$ cat src/design/cxpc_pkg.sv
// ----------------------------------------------------------------------------
// Chained XOR packet cipher package
// Command and register codes, key reset values and control types.
// ----------------------------------------------------------------------------
package cxpc_pkg;

  typedef logic [1:0] cmd_t;

  localparam cmd_t CMD_ENC  = 2'd0;
  localparam cmd_t CMD_DEC  = 2'd1;
  localparam cmd_t CMD_NEWS = 2'd2;
  localparam cmd_t CMD_NONE = 2'd3;

  localparam logic [1:0] REG_KEY_LO = 2'd0;
  localparam logic [1:0] REG_KEY_HI = 2'd1;
  localparam logic [1:0] REG_DEC_EN = 2'd2;
  localparam logic [1:0] REG_NONE   = 2'd3;

  localparam logic [31:0] KEY_LOW_RESET  = 32'h0000_3594;
  localparam logic [31:0] KEY_HIGH_RESET = 32'h8754_6CA1;

  typedef struct packed {
    logic step;
    logic last;
    logic reload;
  } dir_ctl_t;

endpackage

$ cat src/design/cxpc_dir.sv
// ----------------------------------------------------------------------------
// Cipher direction engine
// Rolling key, chain byte and position count for one direction.
// ----------------------------------------------------------------------------
module cxpc_dir
  import cxpc_pkg::*;
(
  input  logic        clk,
  input  logic        rst_n,
  input  dir_ctl_t    ctl,
  input  logic [63:0] init_key,
  input  logic        chain_on_out,
  input  logic [7:0]  data_in,
  output logic [7:0]  data_out
);

  logic [63:0] key_r, key_nxt;
  logic [7:0]  chain_r, chain_nxt;
  logic [15:0] count_r, count_nxt;
  logic [15:0] count_inc;
  logic [7:0]  key_byte;

  assign key_byte  = key_r[{count_r[2:0], 3'b000} +: 8];
  assign data_out  = data_in ^ key_byte ^ chain_r;
  assign count_inc = count_r + 16'd1;

  always_comb begin
    key_nxt   = key_r;
    chain_nxt = chain_r;
    count_nxt = count_r;
    if (ctl.reload) begin
      key_nxt   = init_key;
      chain_nxt = 8'd0;
      count_nxt = 16'd0;
    end else if (ctl.step) begin
      if (ctl.last) begin
        key_nxt   = {key_r[63:32], key_r[31:0] + {16'd0, count_inc}};
        chain_nxt = 8'd0;
        count_nxt = 16'd0;
      end else begin
        chain_nxt = chain_on_out ? data_out : data_in;
        count_nxt = count_inc;
      end
    end
  end

  always_ff @(posedge clk) begin
    if (!rst_n) begin
      key_r   <= {KEY_HIGH_RESET, KEY_LOW_RESET};
      chain_r <= 8'd0;
      count_r <= 16'd0;
    end else begin
      key_r   <= key_nxt;
      chain_r <= chain_nxt;
      count_r <= count_nxt;
    end
  end

endmodule

$ cat src/design/chained_xor_packet_cipher.sv
// ----------------------------------------------------------------------------
// Chained XOR packet cipher
// Pipeline: an accepted request is registered in stage 1, its result in
// the output register behind out_valid. Throughput: one request per
// cycle unless a held result stalls it, set by each engine's chain and count update.
// Reset: synchronous, active low; keys load the register reset values,
// chains and counts clear, both pipeline stages empty.
// ----------------------------------------------------------------------------
module chained_xor_packet_cipher
  import cxpc_pkg::*;
(
  input  logic        clk,
  input  logic        rst_n,
  input  logic        in_valid,
  output logic        in_ready,
  input  logic [1:0]  in_command,
  input  logic [7:0]  in_in_byte,
  input  logic        in_last,
  output logic        out_valid,
  input  logic        out_ready,
  output logic [7:0]  out_out_byte,
  output logic        out_out_last,
  input  logic        cfg_we,
  input  logic [1:0]  cfg_idx,
  input  logic [31:0] cfg_wdata
);

  logic [31:0] key_lo_r, key_hi_r;
  logic        dec_en_r;

  logic        s1_vld_r;
  cmd_t        s1_cmd_r;
  logic [7:0]  s1_byte_r;
  logic        s1_last_r;

  logic        out_vld_r;
  logic [7:0]  out_byte_r;
  logic        out_last_r;

  logic        produces, out_free, s1_adv;
  dir_ctl_t    send_ctl, recv_ctl;
  logic [7:0]  send_res, recv_res;
  logic [7:0]  res_byte;

  always_ff @(posedge clk) begin
    if (!rst_n) begin
      key_lo_r <= KEY_LOW_RESET;
      key_hi_r <= KEY_HIGH_RESET;
      dec_en_r <= 1'b0;
    end else if (cfg_we) begin
      unique case (cfg_idx)
        REG_KEY_LO: key_lo_r <= cfg_wdata;
        REG_KEY_HI: key_hi_r <= cfg_wdata;
        REG_DEC_EN: dec_en_r <= cfg_wdata[0];
        REG_NONE:   ;
        default:    ;
      endcase
    end
  end

  assign produces = (s1_cmd_r == CMD_ENC) || (s1_cmd_r == CMD_DEC);
  assign out_free = !out_vld_r || out_ready;
  assign s1_adv   = s1_vld_r && (!produces || out_free);
  assign in_ready = rst_n && (!s1_vld_r || s1_adv);

  always_ff @(posedge clk) begin
    if (!rst_n) begin
      s1_vld_r <= 1'b0;
    end else if (in_ready) begin
      s1_vld_r <= in_valid;
    end
  end

  always_ff @(posedge clk) begin
    if (in_valid && in_ready) begin
      s1_cmd_r  <= in_command;
      s1_byte_r <= in_in_byte;
      s1_last_r <= in_last;
    end
  end

  always_comb begin
    send_ctl.step   = s1_adv && (s1_cmd_r == CMD_ENC);
    send_ctl.last   = s1_last_r;
    send_ctl.reload = s1_adv && (s1_cmd_r == CMD_NEWS);
    recv_ctl.step   = s1_adv && (s1_cmd_r == CMD_DEC) && dec_en_r;
    recv_ctl.last   = s1_last_r;
    recv_ctl.reload = send_ctl.reload;
  end

  cxpc_dir u_send (
    .clk          (clk),
    .rst_n        (rst_n),
    .ctl          (send_ctl),
    .init_key     ({key_hi_r, key_lo_r}),
    .chain_on_out (1'b1),
    .data_in      (s1_byte_r),
    .data_out     (send_res)
  );

  cxpc_dir u_recv (
    .clk          (clk),
    .rst_n        (rst_n),
    .ctl          (recv_ctl),
    .init_key     ({key_hi_r, key_lo_r}),
    .chain_on_out (1'b0),
    .data_in      (s1_byte_r),
    .data_out     (recv_res)
  );

  always_comb begin
    case (s1_cmd_r)
      CMD_ENC: res_byte = send_res;
      CMD_DEC: res_byte = dec_en_r ? recv_res : s1_byte_r;
      default: res_byte = s1_byte_r;
    endcase
  end

  always_ff @(posedge clk) begin
    if (!rst_n) begin
      out_vld_r <= 1'b0;
    end else if (s1_adv && produces) begin
      out_vld_r <= 1'b1;
    end else if (out_ready) begin
      out_vld_r <= 1'b0;
    end
  end

  always_ff @(posedge clk) begin
    if (s1_adv && produces) begin
      out_byte_r <= res_byte;
      out_last_r <= s1_last_r;
    end
  end

  assign out_valid    = out_vld_r;
  assign out_out_byte = out_byte_r;
  assign out_out_last = out_last_r;

endmodule

$ cat config.mk
export PLATFORM = sky130hd
export DESIGN_NAME = chained_xor_packet_cipher
export DESIGN_NICKNAME = d
export VERILOG_FILES = /design/src/design/cxpc_pkg.sv /design/src/design/cxpc_dir.sv /design/src/design/chained_xor_packet_cipher.sv
export SDC_FILE = /design/constraint.sdc
export NUM_CORES = 1
export LEC_CHECK = 0
export BUFFER_PORTS_ARGS = -buffer_cell sky130_fd_sc_hd__buf_2
export CAP_MARGIN = 20
export CORE_ASPECT_RATIO = 0.5
export CORE_MARGIN = 3
export CORE_UTILIZATION = 65
export DETAILED_ROUTE_END_ITERATION = 12
export PLACE_DENSITY_LB_ADDON = 0.3
export SYNTH_ARGS = -nofsm -noshare
export SYNTH_HDL_FRONTEND = slang
export SYNTH_SLANG_ARGS = --single-unit
$ cat constraint.sdc
create_clock -name clk -period 7.38 [get_ports clk]
set_clock_uncertainty 0.1 [all_clocks]
set_input_delay 1.845 -clock clk [delete_from_list [all_inputs] [get_ports clk]]
set_output_delay 1.845 -clock clk [all_outputs]
set_load 0.005 [all_outputs]
# --- Word-level counts from Yosys, hierarchy flattened ---
# Index checks and enable logic that the tools add are counted.
word_totals:
  reg_bits: 263
  latchBits: 0
  mem_bits_rw: 0
  mem_bits_ro: 0
  inputBits: 50
  output_inout_bits: 11
  wordCells: 74
  memories: 0
op_classes:
  n_addsub: 4
  n_mul: 0
  div_mod_pow: 0
  magnitude_cmp: 0
  eq_ne: 4
  n_shift: 2
  muxes: 14
  bitwise_logic: 5
  reduce_logical: 27
op_table:
  columns: ["operator", "n"]
  rows:
  - ["$mux 64", 4]
  - ["$shiftx 64x7->8", 2]
  - ["$add 32x16->32", 2]
  - ["$mux 32", 2]
  - ["$add 16x1->16 const B", 2]
  - ["$mux 16", 2]
  - ["$xor 8x8->8", 4]
  - ["$mux 8", 3]
  - ["$pmux 8 s2", 1]
  - ["$reduce_and 2->1", 5]
  - ["$logic_and 1x1->1", 8]
  - ["$reduce_bool 2->1", 4]
  - ["$eq 2x1->1 const B", 2]
  - ["$eq 2x2->1 const B", 2]
  - ["$logic_not 2->1", 2]
  - ["$logic_or 1x1->1", 4]
  - ["$logic_not 1->1", 3]
  - ["$mux 1", 2]
  - ["$reduce_or 2->1", 1]
  - ["$not 1->1", 1]

# --- Depth between registers and ports, before layout ---
depth:
  word_depth: 9
  mapped_depth: 18
  mapped_depth_nobuf: 15

# --- Cells and area by module ---
# From an unflattened synthesis, not the netlist that was laid out.
unflattened:
  cells_unflattened: 1601
  hier_area_um2: 14174.8
by_module_without_submodules:
  columns: ["module", "n_inst", "cells_each", "area_per_inst_um2", "seq_area_each_um2"]
  rows:
  - ["cxpc_dir (u_send)", 1, 646, 5557.8, 1761.7]
  - ["cxpc_dir (u_recv)", 1, 624, 5452.7, 1761.7]
  - ["chained_xor_packet_cipher", 1, 331, 3164.3, 1941.9]

# --- Worst setup path before layout ---
# No wires, ideal clock.
synth_path:
  path_kind: "input port to output port"
  startpoint: "input port rst_n"
  endpoint: "output port in_ready"
  arrival_ps: 2361
  required_ps: 5435
  path_slack_ps: 3074
  cell_stages: 4
  n_path_buf: 2
  path_cell_list: "clkbuf_1 -> inv_1 -> buf_6 -> nor2_1"
synth_via:
  elab_chain_len: 1
synth_rtl:
  columns: ["item", "line_no", "source"]
  rows:
  - ["start: declaration", "chained_xor_packet_cipher.sv:13", "input logic rst_n,"]
  - ["$logic_and 1x1->1", "chained_xor_packet_cipher.sv:64", "assign in_ready = rst_n && (!s1_vld_r || s1_adv);"]
  - ["end: declaration", "chained_xor_packet_cipher.sv:15", "output logic in_ready,"]
# No other way between the ends.

# --- Worst setup path in the final report ---
# Ends and elaborated chain as after synthesis.

==> results.toml <==
[status]
run_status = "completed"

[synthesis]
synth_nets = 1594
synth_top_area_share_pct = 33.5
ys_seq_area_share_pct = 38.2
syn-cell-area_sq_um = 12600
synthCells = 1504
synth_top_area_cell = "dfxtp_1"
synth_seq_cells = 231
synth_edf_count = 20
syn_avg_cell_area_sq_um = 8.40
yosysUniqueCellTypes = 79
async_flop_share_pct = 0
synthTopCellsByArea = "dfxtp_1 (33%), nand2_1 (8.9%), a21oi_1 (6.3%)"
yosysWarnings = 0
ys.flop_type = "dfxtp_1"

[sta]
maxSlewHeadroom_pct = 25.3
hold_ws_ns = 0.352
finalSetupViolations = 0
tns_ns = 0
fmax_ghz = 0.185
fin_ws_ns = 1.97
hold_viol = 0
final_max_slew_viol_count = 0
period_needed_ns = 5.41
rsz0062_at_grt = "no"
worstMarginPinSlew_ns = 1.12
period_share_pct = 73.3

[global_routing]
grt_max_degree = 87
met2_usage_pct = 50.3
grt_antenna_before_repair = 0
grt_pass1_vias = 10865
grt_overflow = 0
grt.busiest_layer = "met2"
grt_use_total_pct = 34.8
grtUsageMet1_pct = 50.2
grt_pass1_wl_um = 58900
grtUsageMet3_pct = 12.4

[clocking]
cts.sinks = 231
cts_buffers = 21
cts_hold_buf = 0
ctsResizeCount = 0
postCtsSetupRepairBufs = 0
htreeDepth = 1
clock_path_buffers = 3
root_buffer = "clkbuf_16"
cts.reportedPaths.clkPinSlew_ns = 0.07
clock_latency_ns = 0.51
cts_tree = "yes"

[layout]
multi_input_area_sq_um = 7280
diodes = 0
num-nets-final = 1592
drive_above_1_share_pct = 11.3
regArea_sq_um = 4820
area_delta_synth_final_pct = 8.18
nFillCells = 1474
final_cell_area_sq_um = 13700

[min_path]
hp-class = "flop to flop"

[setup_path]
required_ns = 5.43
critical_path_class = "primary input to primary output"
slowest_delay_ns = 0.59
critPathMaxFanout = 60
crit_buf_inv = 4
cpLargestDelayFamily = "buffers and inverters"
crit_top_cell = "buf_2"
critPathSlowestCell = "clkinv_2"
cp.arrival_ns = 3.46
crit_path_cell_trace = "buf_2 > buf_4 > clkinv_2 > nor2_1 > buf_2"
start_kind = "primary input"
crit_path_end_kind = "primary output"

[placement]
place_hpwl_um = 26600
place.gp.congestion = 0.994
io_buffers = 60
pre_cts_slack_ns = 2.02
placed_area_sq_um = 12900

[drt]
num_vias = 11754
dr.first_iter.drc_count = 1340
routedWlPerCell_um = 21.3
drc = 0
via_per_inst = 6.62
routed_wl_um = 37800
dr.pass1.iters = 6
ant_nets = 0

[floorplan]
die_y_um = 105
num_rows = 35
core_sq_um = 18700
start_util_pct = 67.4
die_w_um = 203
pin_count = 61
die_area_sq_um = 21200

[power]
leakagePower_nw = 5.22
p_per_area_nw_per_um2 = 194
p_total_mw = 2.64
peakVddDrop_mv = 0.146

[run]
max_cap_viol_count = 0
-- worst register-to-register path: stages, from the launching register on --
cell	delay (ns)
dfxtp_1	0.98
and3_1	0.38
and3_1	0.25
and3_1	0.27
and3_1	0.35
and3_1	0.28
xor2_1	0.22
ha_1	0.34
and3_1	0.27
a31o_2	0.24
a31oi_1	0.45
o21ai_0	0.30
a21oi_1	0.18
o21ai_0	0.12
a31oi_1	0.15
-- state kept, by name, summed over array words and instances, names as in the netlist, 2 cells and up --
register        cells
key_hi_r           32
key_lo_r           32
out_out_byte        8
s1_byte_r           8
s1_cmd_r            2
u_recv.chain_r      8
u_recv.count_r     16
u_recv.key_r       32
u_send.chain_r      8
u_send.count_r     16
u_send.key_r       64
-- logic make-up after synthesis --
kind of cell               Yosys count  share of synthesized area [%]
adders and majority gates           40                           4.08
DFF                                231                           38.2
buffers and inverters              118                           4.22
and+or+nand+nor                    596                           21.3
muxes                               52                           7.30
xor gates and xnor gates            76                           5.27
AOI/OAI and AO/OA                  391                           19.6
-- per-stage QoR --
| stage | util, % | std cells |
|---|---|---|
| global placement | 68.9 | 1736 |
| CTS | 72.7 | 1774 |
| finish | 72.9 | 1775 |
| detailed placement | 68.9 | 1737 |
| floorplan | - | 1504 |
| global route | 72.9 | 1775 |
-- synth_stat cells (all sizes together) (4+ instances only) --
cell type and instances:
nand2 298, dfxtp 211, a21oi 160, nor2 109, clkbuf 80, o21ai 73
nand3 65, xnor2 41, ha 38, xor2 35, a31oi 32, mux4 32
and3 29, a22oi 28, buf 22, edfxtp 20, mux2i 19, a21o 17
inv 15, nand3b 15, or3 13, nor3 11, a211oi 10, a41oi 10
and2 10, nand4 9, o22a 8, o211ai 7, and4 6, nand2b 6
a221oi 5, nor3b 5, o2111ai 5, o21a 5, a211o 4, nor4 4
o31ai 4
-- power breakdown --
part           leakage [nW]  switching [mW]  internal (mW)
clock network         0.355           0.505          0.656
registers              1.90          0.0274           1.29
logic                  2.97           0.106         0.0587
total                  5.22           0.638           2.01
-- per-layer routing --
metal | wire [um] | vias to the layer above
met3 | 5810 | 90
met2 | 15600 | 728
met4 | 1020 | 0
met5 | 0 | -
met1 | 15400 | 5557
li1 | - | 5379
-- final timing paths --
| path | endpoint | cells after the start | slack (ns) | startpoint |
|---|---|---|---|---|
| worst min register to register | key_lo_r[1] | 2 | 0.35 | key_lo_r[1] |
| worst max-delay path | in_ready | 5 | 1.97 | rst_n |
| worst max register to register | u_recv.key_r[20] | 14 | 2.43 | u_recv.count_r[1] |
| worst min-delay path | key_lo_r[1] | 2 | 0.35 | key_lo_r[1] |
-- area by class of cell --
class | instances | share of cell area (%)
flip-flops and latches | 231 | 35.3
multi-input cells | 1155 | 53.3
clock buffers | 25 | 4.10
well taps | 259 | 2.37
inverters | 15 | 0.421
clock inverters | 12 | 1.13
repair buffers | 78 | 3.36
-- placed cells by master (no fill, tap or decap), types with 28 or more instances in the layout --
cell type and instances:
dfxtp_1 211, ha_1 38, mux4_2 32, o21ai_0 66, xor2_1 35, a22oi_1 28, a21oi_1 159, a31oi_1 32
nor2_1 108, and3_1 29, xnor2_1 41, nand2_1 298, buf_2 60, nand3_1 65
Power figures use the tool's default switching activity.
